==> config.mk <==
export PLATFORM = sky130hd
export DESIGN_NAME = ptp_delay_request_session_table_core
export DESIGN_NICKNAME = d
export VERILOG_FILES = /design/src/ptpdrs_pkg.sv /design/src/ptpdrs_ctrl.sv /design/src/ptpdrs_dp.sv /design/src/ptp_delay_request_session_table_core.sv
export SDC_FILE = /design/constraint.sdc
export NUM_CORES = 2
export LEC_CHECK = 0
export BUFFER_PORTS_ARGS = -buffer_cell sky130_fd_sc_hd__buf_2
export CAP_MARGIN = 20
export CORE_AREA = 2 2 394 396
export DETAILED_ROUTE_END_ITERATION = 8
export DIE_AREA = 0 0 396 398
export MAX_ROUTING_LAYER = met4
export PLACE_DENSITY = 0.78
export SYNTH_ARGS = -nofsm -noshare
export SYNTH_HDL_FRONTEND = slang
export SYNTH_SLANG_ARGS = --single-unit
==> constraint.sdc <==
create_clock -name clk -period 43.6 [get_ports clk]
set_input_delay 8.72 -clock clk [delete_from_list [all_inputs] [get_ports clk]]
set_output_delay 8.72 -clock clk [all_outputs]
set_load 0.01 [all_outputs]
==> src/ptpdrs_pkg.sv <==
package ptpdrs_pkg;

    localparam int TABLE_ENTRIES = 8;
    localparam int IDX_W = (TABLE_ENTRIES > 1) ? $clog2(TABLE_ENTRIES) : 1;
    localparam int CNT_W = $clog2(TABLE_ENTRIES + 1);

    localparam int CFG_IDX_W = 2;
    localparam int CFG_DATA_W = 32;

    localparam logic [CFG_IDX_W-1:0] CFG_MSG_INTERVAL = 2'd0;
    localparam logic [CFG_IDX_W-1:0] CFG_CLEANUP_INTERVAL = 2'd1;
    localparam logic [CFG_IDX_W-1:0] CFG_SESSION_TIMEOUT = 2'd2;

    localparam logic [15:0] MSG_INTERVAL_RST = 16'd1000;
    localparam logic [15:0] CLEANUP_INTERVAL_RST = 16'd10000;
    localparam logic [31:0] SESSION_TIMEOUT_RST = 32'd30000;

    localparam logic [3:0] MSG_KIND_REQ = 4'h1;

    localparam logic FUNC_MESSAGE = 1'b0;
    localparam logic FUNC_TICK = 1'b1;

    typedef struct packed {
        logic        func;
        logic [3:0]  msg_kind;
        logic [63:0] requester_clock_id;
        logic [15:0] requester_port_number;
        logic [31:0] source_ip;
        logic [15:0] request_sequence;
        logic [63:0] receive_time_ns;
        logic [31:0] now_ms;
    } in_t;

    typedef struct packed {
        logic        response_due;
        logic        request_dropped;
        logic [2:0]  entry_slot;
        logic [31:0] response_ip;
        logic [15:0] response_sequence;
        logic [63:0] response_clock_id;
        logic [15:0] response_port_number;
        logic [63:0] response_time_ns;
        logic        sync_due;
        logic [15:0] sync_number;
        logic [3:0]  active_sessions;
    } out_t;

    typedef struct packed {
        logic load;
        logic exec;
    } cmd_t;

endpackage

==> src/ptpdrs_ctrl.sv <==
module ptpdrs_ctrl (
    input  logic              clk,
    input  logic              rst_n,
    input  logic              start,
    output logic              busy,
    output logic              done,
    output ptpdrs_pkg::cmd_t  cmd
);

    localparam logic [0:0] ST_IDLE = 1'b0;
    localparam logic [0:0] ST_EXEC = 1'b1;

    logic [0:0] state_reg;
    logic [0:0] state_next;
    logic       done_reg;
    logic       done_next;

    always_comb
    begin
        state_next = state_reg;
        cmd = '0;
        unique case (state_reg)
            ST_IDLE:
            begin
                if (start)
                begin
                    cmd.load = 1'b1;
                    state_next = ST_EXEC;
                end
            end
            ST_EXEC:
            begin
                cmd.exec = 1'b1;
                state_next = ST_IDLE;
            end
            default:
            begin
                state_next = ST_IDLE;
            end
        endcase
        done_next = cmd.exec;
    end

    always_ff @(posedge clk or negedge rst_n)
    begin
        if (!rst_n)
        begin
            state_reg <= ST_IDLE;
            done_reg <= 1'b0;
        end
        else
        begin
            state_reg <= state_next;
            done_reg <= done_next;
        end
    end

    assign busy = (state_reg == ST_EXEC);
    assign done = done_reg;

endmodule

==> src/ptpdrs_dp.sv <==
module ptpdrs_dp (
    input  logic                                  clk,
    input  logic                                  rst_n,
    input  ptpdrs_pkg::cmd_t                      cmd,
    input  ptpdrs_pkg::in_t                       item,
    input  logic                                  cfg_we,
    input  logic [ptpdrs_pkg::CFG_IDX_W-1:0]      cfg_addr,
    input  logic [ptpdrs_pkg::CFG_DATA_W-1:0]     cfg_wdata,
    output ptpdrs_pkg::out_t                      result
);

    localparam int N = ptpdrs_pkg::TABLE_ENTRIES;
    localparam int IW = ptpdrs_pkg::IDX_W;
    localparam int CW = ptpdrs_pkg::CNT_W;

    ptpdrs_pkg::in_t  item_reg;
    ptpdrs_pkg::out_t result_reg;
    ptpdrs_pkg::out_t result_next;

    logic [15:0] msg_interval_reg;
    logic [15:0] cleanup_interval_reg;
    logic [31:0] session_timeout_reg;

    logic [N-1:0] valid_reg;
    logic [N-1:0] valid_next;
    logic [63:0]  clock_id_reg [N];
    logic [15:0]  port_number_reg [N];
    logic [31:0]  ip_reg [N];
    logic [31:0]  last_contact_reg [N];

    logic [31:0] last_sync_reg;
    logic [31:0] last_sync_next;
    logic [31:0] last_sweep_reg;
    logic [31:0] last_sweep_next;
    logic [15:0] sync_num_reg;
    logic [15:0] sync_num_next;

    logic          is_req_msg;
    logic          match_found;
    logic [IW-1:0] match_idx;
    logic          free_found;
    logic [IW-1:0] free_idx;
    logic          slot_ok;
    logic          claim;
    logic [IW-1:0] slot_idx;
    logic [31:0]   sync_elapsed;
    logic [31:0]   sweep_elapsed;
    logic          sync_fire;
    logic          sweep_fire;
    logic [N-1:0]  stale;
    logic [CW-1:0] valid_count;

    always_comb
    begin
        match_found = 1'b0;
        match_idx = '0;
        free_found = 1'b0;
        free_idx = '0;
        for (int i = 0; i < N; i++)
        begin
            if (valid_reg[i])
            begin
                if (!match_found && clock_id_reg[i] == item_reg.requester_clock_id
                    && port_number_reg[i] == item_reg.requester_port_number)
                begin
                    match_found = 1'b1;
                    match_idx = IW'(i);
                end
            end
            else if (!free_found)
            begin
                free_found = 1'b1;
                free_idx = IW'(i);
            end
        end
    end

    assign is_req_msg = (item_reg.func == ptpdrs_pkg::FUNC_MESSAGE)
                        && (item_reg.msg_kind == ptpdrs_pkg::MSG_KIND_REQ);
    assign slot_ok = match_found || free_found;
    assign claim = is_req_msg && !match_found && free_found;
    assign slot_idx = match_found ? match_idx : free_idx;

    assign sync_elapsed = item_reg.now_ms - last_sync_reg;
    assign sweep_elapsed = item_reg.now_ms - last_sweep_reg;
    assign sync_fire = (item_reg.func == ptpdrs_pkg::FUNC_TICK)
                       && (sync_elapsed >= {16'd0, msg_interval_reg});
    assign sweep_fire = (item_reg.func == ptpdrs_pkg::FUNC_TICK)
                        && (sweep_elapsed >= {16'd0, cleanup_interval_reg});

    // idle time per entry, all compared at once
    always_comb
    begin
        for (int i = 0; i < N; i++)
        begin
            stale[i] = (item_reg.now_ms - last_contact_reg[i]) > session_timeout_reg;
        end
    end

    always_comb
    begin
        valid_next = valid_reg;
        if (claim)
        begin
            valid_next[slot_idx] = 1'b1;
        end
        if (sweep_fire)
        begin
            valid_next = valid_reg & ~stale;
        end
    end

    always_comb
    begin
        valid_count = '0;
        for (int i = 0; i < N; i++)
        begin
            valid_count = valid_count + CW'(valid_next[i]);
        end
    end

    assign last_sync_next = sync_fire ? item_reg.now_ms : last_sync_reg;
    assign last_sweep_next = sweep_fire ? item_reg.now_ms : last_sweep_reg;
    assign sync_num_next = sync_fire ? (sync_num_reg + 16'd1) : sync_num_reg;

    always_comb
    begin
        result_next = '0;
        if (is_req_msg)
        begin
            if (slot_ok)
            begin
                result_next.response_due = 1'b1;
                result_next.entry_slot = 3'(slot_idx);
                // a known requester keeps the address stored at claim time
                result_next.response_ip = match_found ? ip_reg[slot_idx] : item_reg.source_ip;
                result_next.response_sequence = item_reg.request_sequence;
                result_next.response_clock_id = item_reg.requester_clock_id;
                result_next.response_port_number = item_reg.requester_port_number;
                result_next.response_time_ns = item_reg.receive_time_ns;
            end
            else
            begin
                result_next.request_dropped = 1'b1;
            end
        end
        if (sync_fire)
        begin
            result_next.sync_due = 1'b1;
            result_next.sync_number = sync_num_reg;
        end
        result_next.active_sessions = 4'(valid_count);
    end

    always_ff @(posedge clk or negedge rst_n)
    begin
        if (!rst_n)
        begin
            msg_interval_reg <= ptpdrs_pkg::MSG_INTERVAL_RST;
            cleanup_interval_reg <= ptpdrs_pkg::CLEANUP_INTERVAL_RST;
            session_timeout_reg <= ptpdrs_pkg::SESSION_TIMEOUT_RST;
            valid_reg <= '0;
            last_sync_reg <= '0;
            last_sweep_reg <= '0;
            sync_num_reg <= '0;
        end
        else
        begin
            if (cfg_we)
            begin
                unique case (cfg_addr)
                    ptpdrs_pkg::CFG_MSG_INTERVAL:
                        msg_interval_reg <= cfg_wdata[15:0];
                    ptpdrs_pkg::CFG_CLEANUP_INTERVAL:
                        cleanup_interval_reg <= cfg_wdata[15:0];
                    ptpdrs_pkg::CFG_SESSION_TIMEOUT:
                        session_timeout_reg <= cfg_wdata[31:0];
                    default:
                    begin
                    end
                endcase
            end
            if (cmd.exec)
            begin
                valid_reg <= valid_next;
                last_sync_reg <= last_sync_next;
                last_sweep_reg <= last_sweep_next;
                sync_num_reg <= sync_num_next;
            end
        end
    end

    always_ff @(posedge clk)
    begin
        if (cmd.load)
        begin
            item_reg <= item;
        end
        if (cmd.exec)
        begin
            result_reg <= result_next;
            if (is_req_msg && slot_ok)
            begin
                last_contact_reg[slot_idx] <= item_reg.now_ms;
            end
            if (claim)
            begin
                clock_id_reg[slot_idx] <= item_reg.requester_clock_id;
                port_number_reg[slot_idx] <= item_reg.requester_port_number;
                ip_reg[slot_idx] <= item_reg.source_ip;
            end
        end
    end

    assign result = result_reg;

endmodule

==> src/ptp_delay_request_session_table_core.sv <==
// The accepting edge loads the request and enters the execute state, from which the
// done strobe is registered. A request is taken only in idle; the single execute state
// does the eight-way identity match, the table update and the result register write.
// done is high for exactly one cycle; busy drops in that cycle, so the next
// request is taken while the result is shown. Results cannot be stalled.
// Reset clears the valid bits, sync/sweep timestamps, sync sequence; config to defaults.
module ptp_delay_request_session_table_core (
    input  logic                               clk,
    input  logic                               rst_n,
    input  logic                               start,
    input  ptpdrs_pkg::in_t                    item,
    output logic                               busy,
    output logic                               done,
    output ptpdrs_pkg::out_t                   result,
    input  logic                               cfg_we,
    input  logic [ptpdrs_pkg::CFG_IDX_W-1:0]   cfg_addr,
    input  logic [ptpdrs_pkg::CFG_DATA_W-1:0]  cfg_wdata
);

    ptpdrs_pkg::cmd_t cmd;

    ptpdrs_ctrl u_ctrl (
        .clk   (clk),
        .rst_n (rst_n),
        .start (start),
        .busy  (busy),
        .done  (done),
        .cmd   (cmd)
    );

    ptpdrs_dp u_dp (
        .clk       (clk),
        .rst_n     (rst_n),
        .cmd       (cmd),
        .item      (item),
        .cfg_we    (cfg_we),
        .cfg_addr  (cfg_addr),
        .cfg_wdata (cfg_wdata),
        .result    (result)
    );

endmodule

== Yosys cells after proc, flatten, opt, wreduce, memory -nomap -nowiden ==
Memory sizes are Yosys's and may differ from the RTL's. A register that Yosys moved wholly into a read port is not among the register bits.
Index checks and enable logic that the tools add are counted.

* Memories kept: 4
* RAM bits: 1152
* Bits in registers: 569
* Bits of input ports: 267
* Output and inout port bits: 220
* Word-level logic and storage cells: 194

{| class="wikitable"
|+ Memory list
! name !! words !! bits a word !! read ports !! clocked after Yosys merged registers in !! write ports !! line !! RTL
|-
| u_dp.clock_id_reg || 8 || 64 || 8 || 0 || 1 || ptpdrs_dp.sv:26 || <nowiki>logic [63:0] clock_id_reg [N];</nowiki>
|-
| u_dp.ip_reg || 8 || 32 || 1 || 1 || 1 || ptpdrs_dp.sv:28 || <nowiki>logic [31:0] ip_reg [N];</nowiki>
|-
| u_dp.last_contact_reg || 8 || 32 || 8 || 0 || 1 || ptpdrs_dp.sv:29 || <nowiki>logic [31:0] last_contact_reg [N];</nowiki>
|-
| u_dp.port_number_reg || 8 || 16 || 8 || 0 || 1 || ptpdrs_dp.sv:27 || <nowiki>logic [15:0] port_number_reg [N];</nowiki>
|}

* Reduce and logical (&&, ||, !) cells: 39
* Multiplexer cells: 70
* Bitwise logic cells: 5
* Eq/ne operators: 19
* Add/sub/neg operators: 18
* Magnitude comparators: 12

{| class="wikitable"
|+ Operators with widths
! cell !! number
|-
| equality test 64 bit || 8
|-
| subtractor 32 bit || 10
|-
| > comparator 32 bit || 8
|-
| equality test 16 bit || 8
|-
| 2-to-1 mux 3 bit || 27
|-
| >= comparator 32 x 16 -> 1 bit || 2
|-
| 2-to-1 mux 1 bit || 38
|-
| adder 4 x 1 -> 4 bit || 6
|-
| logical AND 1 bit || 22
|-
| 2-to-1 mux 17 bit || 1
|-
| adder 16 x 1 -> 16 bit, second input constant || 1
|-
| 2-to-1 mux 8 bit || 2
|-
| AND reduction 2 bit || 6
|-
| logical NOT 1 bit || 9
|-
| bitwise AND 8 bit || 1
|-
| NOT 8 bit || 1
|-
| bitwise OR 8 bit || 1
|-
| equality test 4 x 1 -> 1 bit, second input constant || 1
|-
| < comparator 3 x 4 -> 1 bit, second input constant || 1
|-
| demux 1 bit (select 3 bit) || 1
|-
| >= comparator 3 x 1 -> 1 bit, second input constant || 1
|-
| adder 1 x 1 -> 2 bit || 1
|-
| equality test 2 x 1 -> 1 bit, second input constant || 1
|-
| equality test 2 bit, second input constant || 1
|-
| other kinds (4) || 5
|}

== Longest topological paths before layout ==
An unclocked memory read counts as a cell.

* Depth in word-level cells: 55
* Depth in mapped cells: 37

== By module ==
A second synthesis with hierarchy kept.

* Cells, all modules: 6951
* Area total of the unflattened synthesis: 88621.2 µm²

{| class="wikitable"
|+ By module, submodules not included
! module !! area each (µm²) !! times used !! cells each !! seq. area each (µm²)
|-
| ptpdrs_dp || 88542.4 || 1 || 6946 || 51842.2
|-
| ptpdrs_ctrl || 78.8 || 1 || 5 || 50.0
|}

== Worst setup path before layout ==
Ideal clock, no wire load.

* Path kind: input port to flip-flop
* Start point: input port start
* End point: register u_ctrl.state_reg, in the netlist u_ctrl.busy
* Stages on the path: 1
* Arrival: 18607 ps
* Setup slack: 23824 ps
* Data required time: 42432 ps
* Cells stage by stage: nor2b_1

* Cells in the longest elaborated chain, start to end: 2

{| class="wikitable"
|+ Ends and longest elaborated chain
! item !! line !! RTL
|-
| from (decl) || ptp_delay_request_session_table_core.sv:10 || <nowiki>input logic start,</nowiki>
|-
| 2-to-1 mux 1 bit || ptpdrs_ctrl.sv:25 || <nowiki>if (start)</nowiki>
|-
| case mux 1 bit (2 select lines) || ptpdrs_ctrl.sv:22 || <nowiki>unique case (state_reg)</nowiki>
|-
| to (signal assigned) || ptpdrs_ctrl.sv:53 || <nowiki>state_reg <= state_next;</nowiki>
|-
| to (decl) || ptpdrs_ctrl.sv:13 || <nowiki>logic [0:0] state_reg;</nowiki>
|}

No other way between the ends.
A chain may end at the register's enable or synchronous reset.

== Worst setup path in the final report ==
* Start point: input port start
* End point: register u_dp.item_reg[165] in the netlist's numbering, enable pin

* Cells in the longest elaborated chain, start to end: 2

{| class="wikitable"
|+ Ends and longest elaborated chain
! item !! line !! RTL
|-
| 2-to-1 mux 1 bit || ptpdrs_ctrl.sv:25 ||
|-
| 2-to-1 mux 1 bit || ptpdrs_ctrl.sv:22 ||
|-
| to (signal assigned) || ptpdrs_dp.sv:197 || <nowiki>item_reg <= item;</nowiki>
|-
| to (decl) || ptpdrs_dp.sv:16 || <nowiki>ptpdrs_pkg::in_t item_reg;</nowiki>
|}

No other way between the ends.

==> metrics.yaml <==
fmax_ghz: 0.0948
cp_max_fo: 69
ant_nets: 0
yosysTopAreaCellShare_pct: 52.5
worstMarginPinSlew_ns: 1.19
grt_pass1_wl_mm: 384
grt_max_degree: 86
tritoncts: "yes"
synth_fp_nets: 8290
end_kind: "flip-flop"
slew_headroom_pct: 20.8
multiInputGateArea_sq_um: 36800
rows: 144
maxCapViolations: 0
die_w_um: 396
vias_per_cell: 6.22
io_pins: 487
syn_avg_cell_area_sq_um: 12.3
synth_adder_area_share_pct: 8.54
grt_pass1_vias: 63689
clk_pin_slew_ns: 0.06
synth.largest_area_cell: "edfxtp_1"
synthCells: 7407
totalWireLength_mm: 260
fin_skew_ns: 0.0615
synth_enable_flop_cells: 1599
ys_seq_area_share_pct: 56.7
die-area_sq_um: 158000
period_minus_slack_ns: 10.54
h-tree-depth: 4
path_class: "primary input to flip-flop"
syn2layout_area_growth_pct: 12.7
ys_types: 105
setup_tns_ns: 0
clock_tree.root_cell: "clkbuf_16"
holdBufCountCts: 0
fp.dieH_um: 398
layout.nets: 8936
cp-start-kind: "primary input"
wl_per_cell_um: 25.3
arrival_ns: 11.01
dp_hpwl_mm: 176
first_pass_iters: 6
cts_made_buffers: 183
ys_warn_count: 0
drive_gt1_share_pct: 13.9
setup_viol: 0
vdd_drop_max_mv: 0.0407
ff_latch_area_sq_um: 51900
core_sq_um: 153000
synthSimpleGateAreaFrac_pct: 13.2
synth-seq-cells: 1753
muxShareOfSynthArea_pct: 2.21
worst_hold_path_type: "flip-flop to flip-flop"
power_density_nw_per_um2: 40.4
port_buffers: 486
postCtsResizedCells: 0
initial_core_util_pct: 59.6
slew_violations: 0
outcome: "finished clean"
p_leak_uw: 0.0395
rsz0062_at_grt: "false"
finalHoldViolations: 0
critPathRequiredTime_ns: 44.06
drt_iter0_markers: 6438
ys_top_cells_by_count: "edfxtp_1 (1,599), ha_1 (602), xnor2_1 (536)"
synth_most_common_cell: "edfxtp_1"
gr-usage-all-layers_pct: 33.5
grt-ovfl-total: 0
clk_latency_ns: 0.85
synth_area_sq_um: 91400
synth_xor_area_share_pct: 6.54
min_period_over_period_pct: 24.2
timing.hold.ws_ns: 0.466
antenna_found_initial: 18
largest_reg_flops: 512
synth_area_leaders: "edfxtp_1 (53%), ha_1 (8.2%), xnor2_1 (5.1%), dfrtp_1 (3.7%), nand2b_1 (3.0%)"
drc_errors: 0
synth_top_family_by_area: "simple AND/OR/NAND/NOR gates"
gp_congestion: 0.968
post-cts-setup-buffers: 0
clockBufferDepth: 3
fillCellCount: 10927
ys.flop_type: "edfxtp_1"
via_count: 63851
clkSinkCount: 1753
synthArstFlopShare_pct: 8.78
synth-compound-area-share_pct: 9.62
==> cells by family (layout without fill, tap and decap cells) <==
kind of cell | Yosys count | in the layout
compound gates | 1317 | 1317
xor+xnor | 682 | 682
fa+ha+maj | 616 | 616
buf+inv | 700 | 1501
flops | 1753 | 1753
mux | 175 | 175
other cells | 0 | 13
simple gates | 2164 | 2164
==> routing by layer <==
metal / wire [um] / global-route usage, % / share of wire, % / up-vias
met4: 16200 / 18.5 / 6.2 / 0
met5: 0 / - / 0 / -
met3: 21600 / 5.11 / 8.3 / 707
met2: 125000 / 54.5 / 48 / 3031
met1: 97300 / 40.3 / 37 / 31246
li1: - / - / - / 28867
==> path summary, 6_finish.rpt <==
check                      cells after the start  slack [ns]                               from                                 endpoint
max reg2reg                                   28       33.90         u_dp.item_reg[0]$_DFFE_PP_                 u_dp.result[2]$_DFFE_PP_
min in group asynchronous                      1        7.80                              rst_n         u_dp.sync_num_reg[5]$_DFFE_PN0P_
min                                            1        0.47  u_dp.sync_num_reg[15]$_DFFE_PN0P_        u_dp.sync_num_reg[15]$_DFFE_PN0P_
min reg2reg                                    1        0.47  u_dp.sync_num_reg[15]$_DFFE_PN0P_        u_dp.sync_num_reg[15]$_DFFE_PN0P_
max                                            4       33.06                              start             u_dp.item_reg[165]$_DFFE_PP_
max in group asynchronous                      3       33.83                              rst_n  u_dp.session_timeout_reg[6]$_DFFE_PN0P_
==> cell usage in the layout, fill, tap and decap left out, drive strengths merged, types with 154 or more instances in the layout <==
cell	netlist	routed
clkbuf	64	220
buf	120	645
nor2	292	292
nand2	250	250
ha	602	602
nand2b	445	445
xnor2	536	536
o21ai	252	252
and2	154	154
a21o	173	173
edfxtp	1599	1599
nand4	340	340
a21oi	329	329
inv	516	523
==> worst max-delay path: stages <==
cell and delay (ns):
buf_2 0.08, nor2b_4 0.47, buf_4 0.82, buf_4 0.80
==> power breakdown <==
part	total [uW]	switching, uW	internal, uW
clock network	1590	689	902
registers	1910	27.5	1890
logic	657	402	255
total	4160	1120	3040
==> layout make-up <==
class / count / share of cell area, %
antenna: 13 / 0.0316
tap: 2044 / 2.48
inverter: 516 / 1.88
clock inverter: 120 / 1.22
sequential: 1753 / 50.4
clock buffer: 220 / 4.77
timing repair buffer: 645 / 3.56
multi-input combinational: 4954 / 35.7
==> per-stage QoR <==
step,cells,instance area (sq um),util (%),total power (uW),setup WS (ns)
3_5_place_dp,9910,96800,63.1,2590,32.16
6_report,10265,103000,67.2,4160,33.06
5_1_grt,10258,103000,67.2,4310,32.86
3_3_place_gp,9910,96800,63.1,2570,32.25
4_1_cts,10250,103000,67.2,4170,33.05
2_1_floorplan,7407,91400,-,2380,23.82
(Power assumes the default switching activity.)
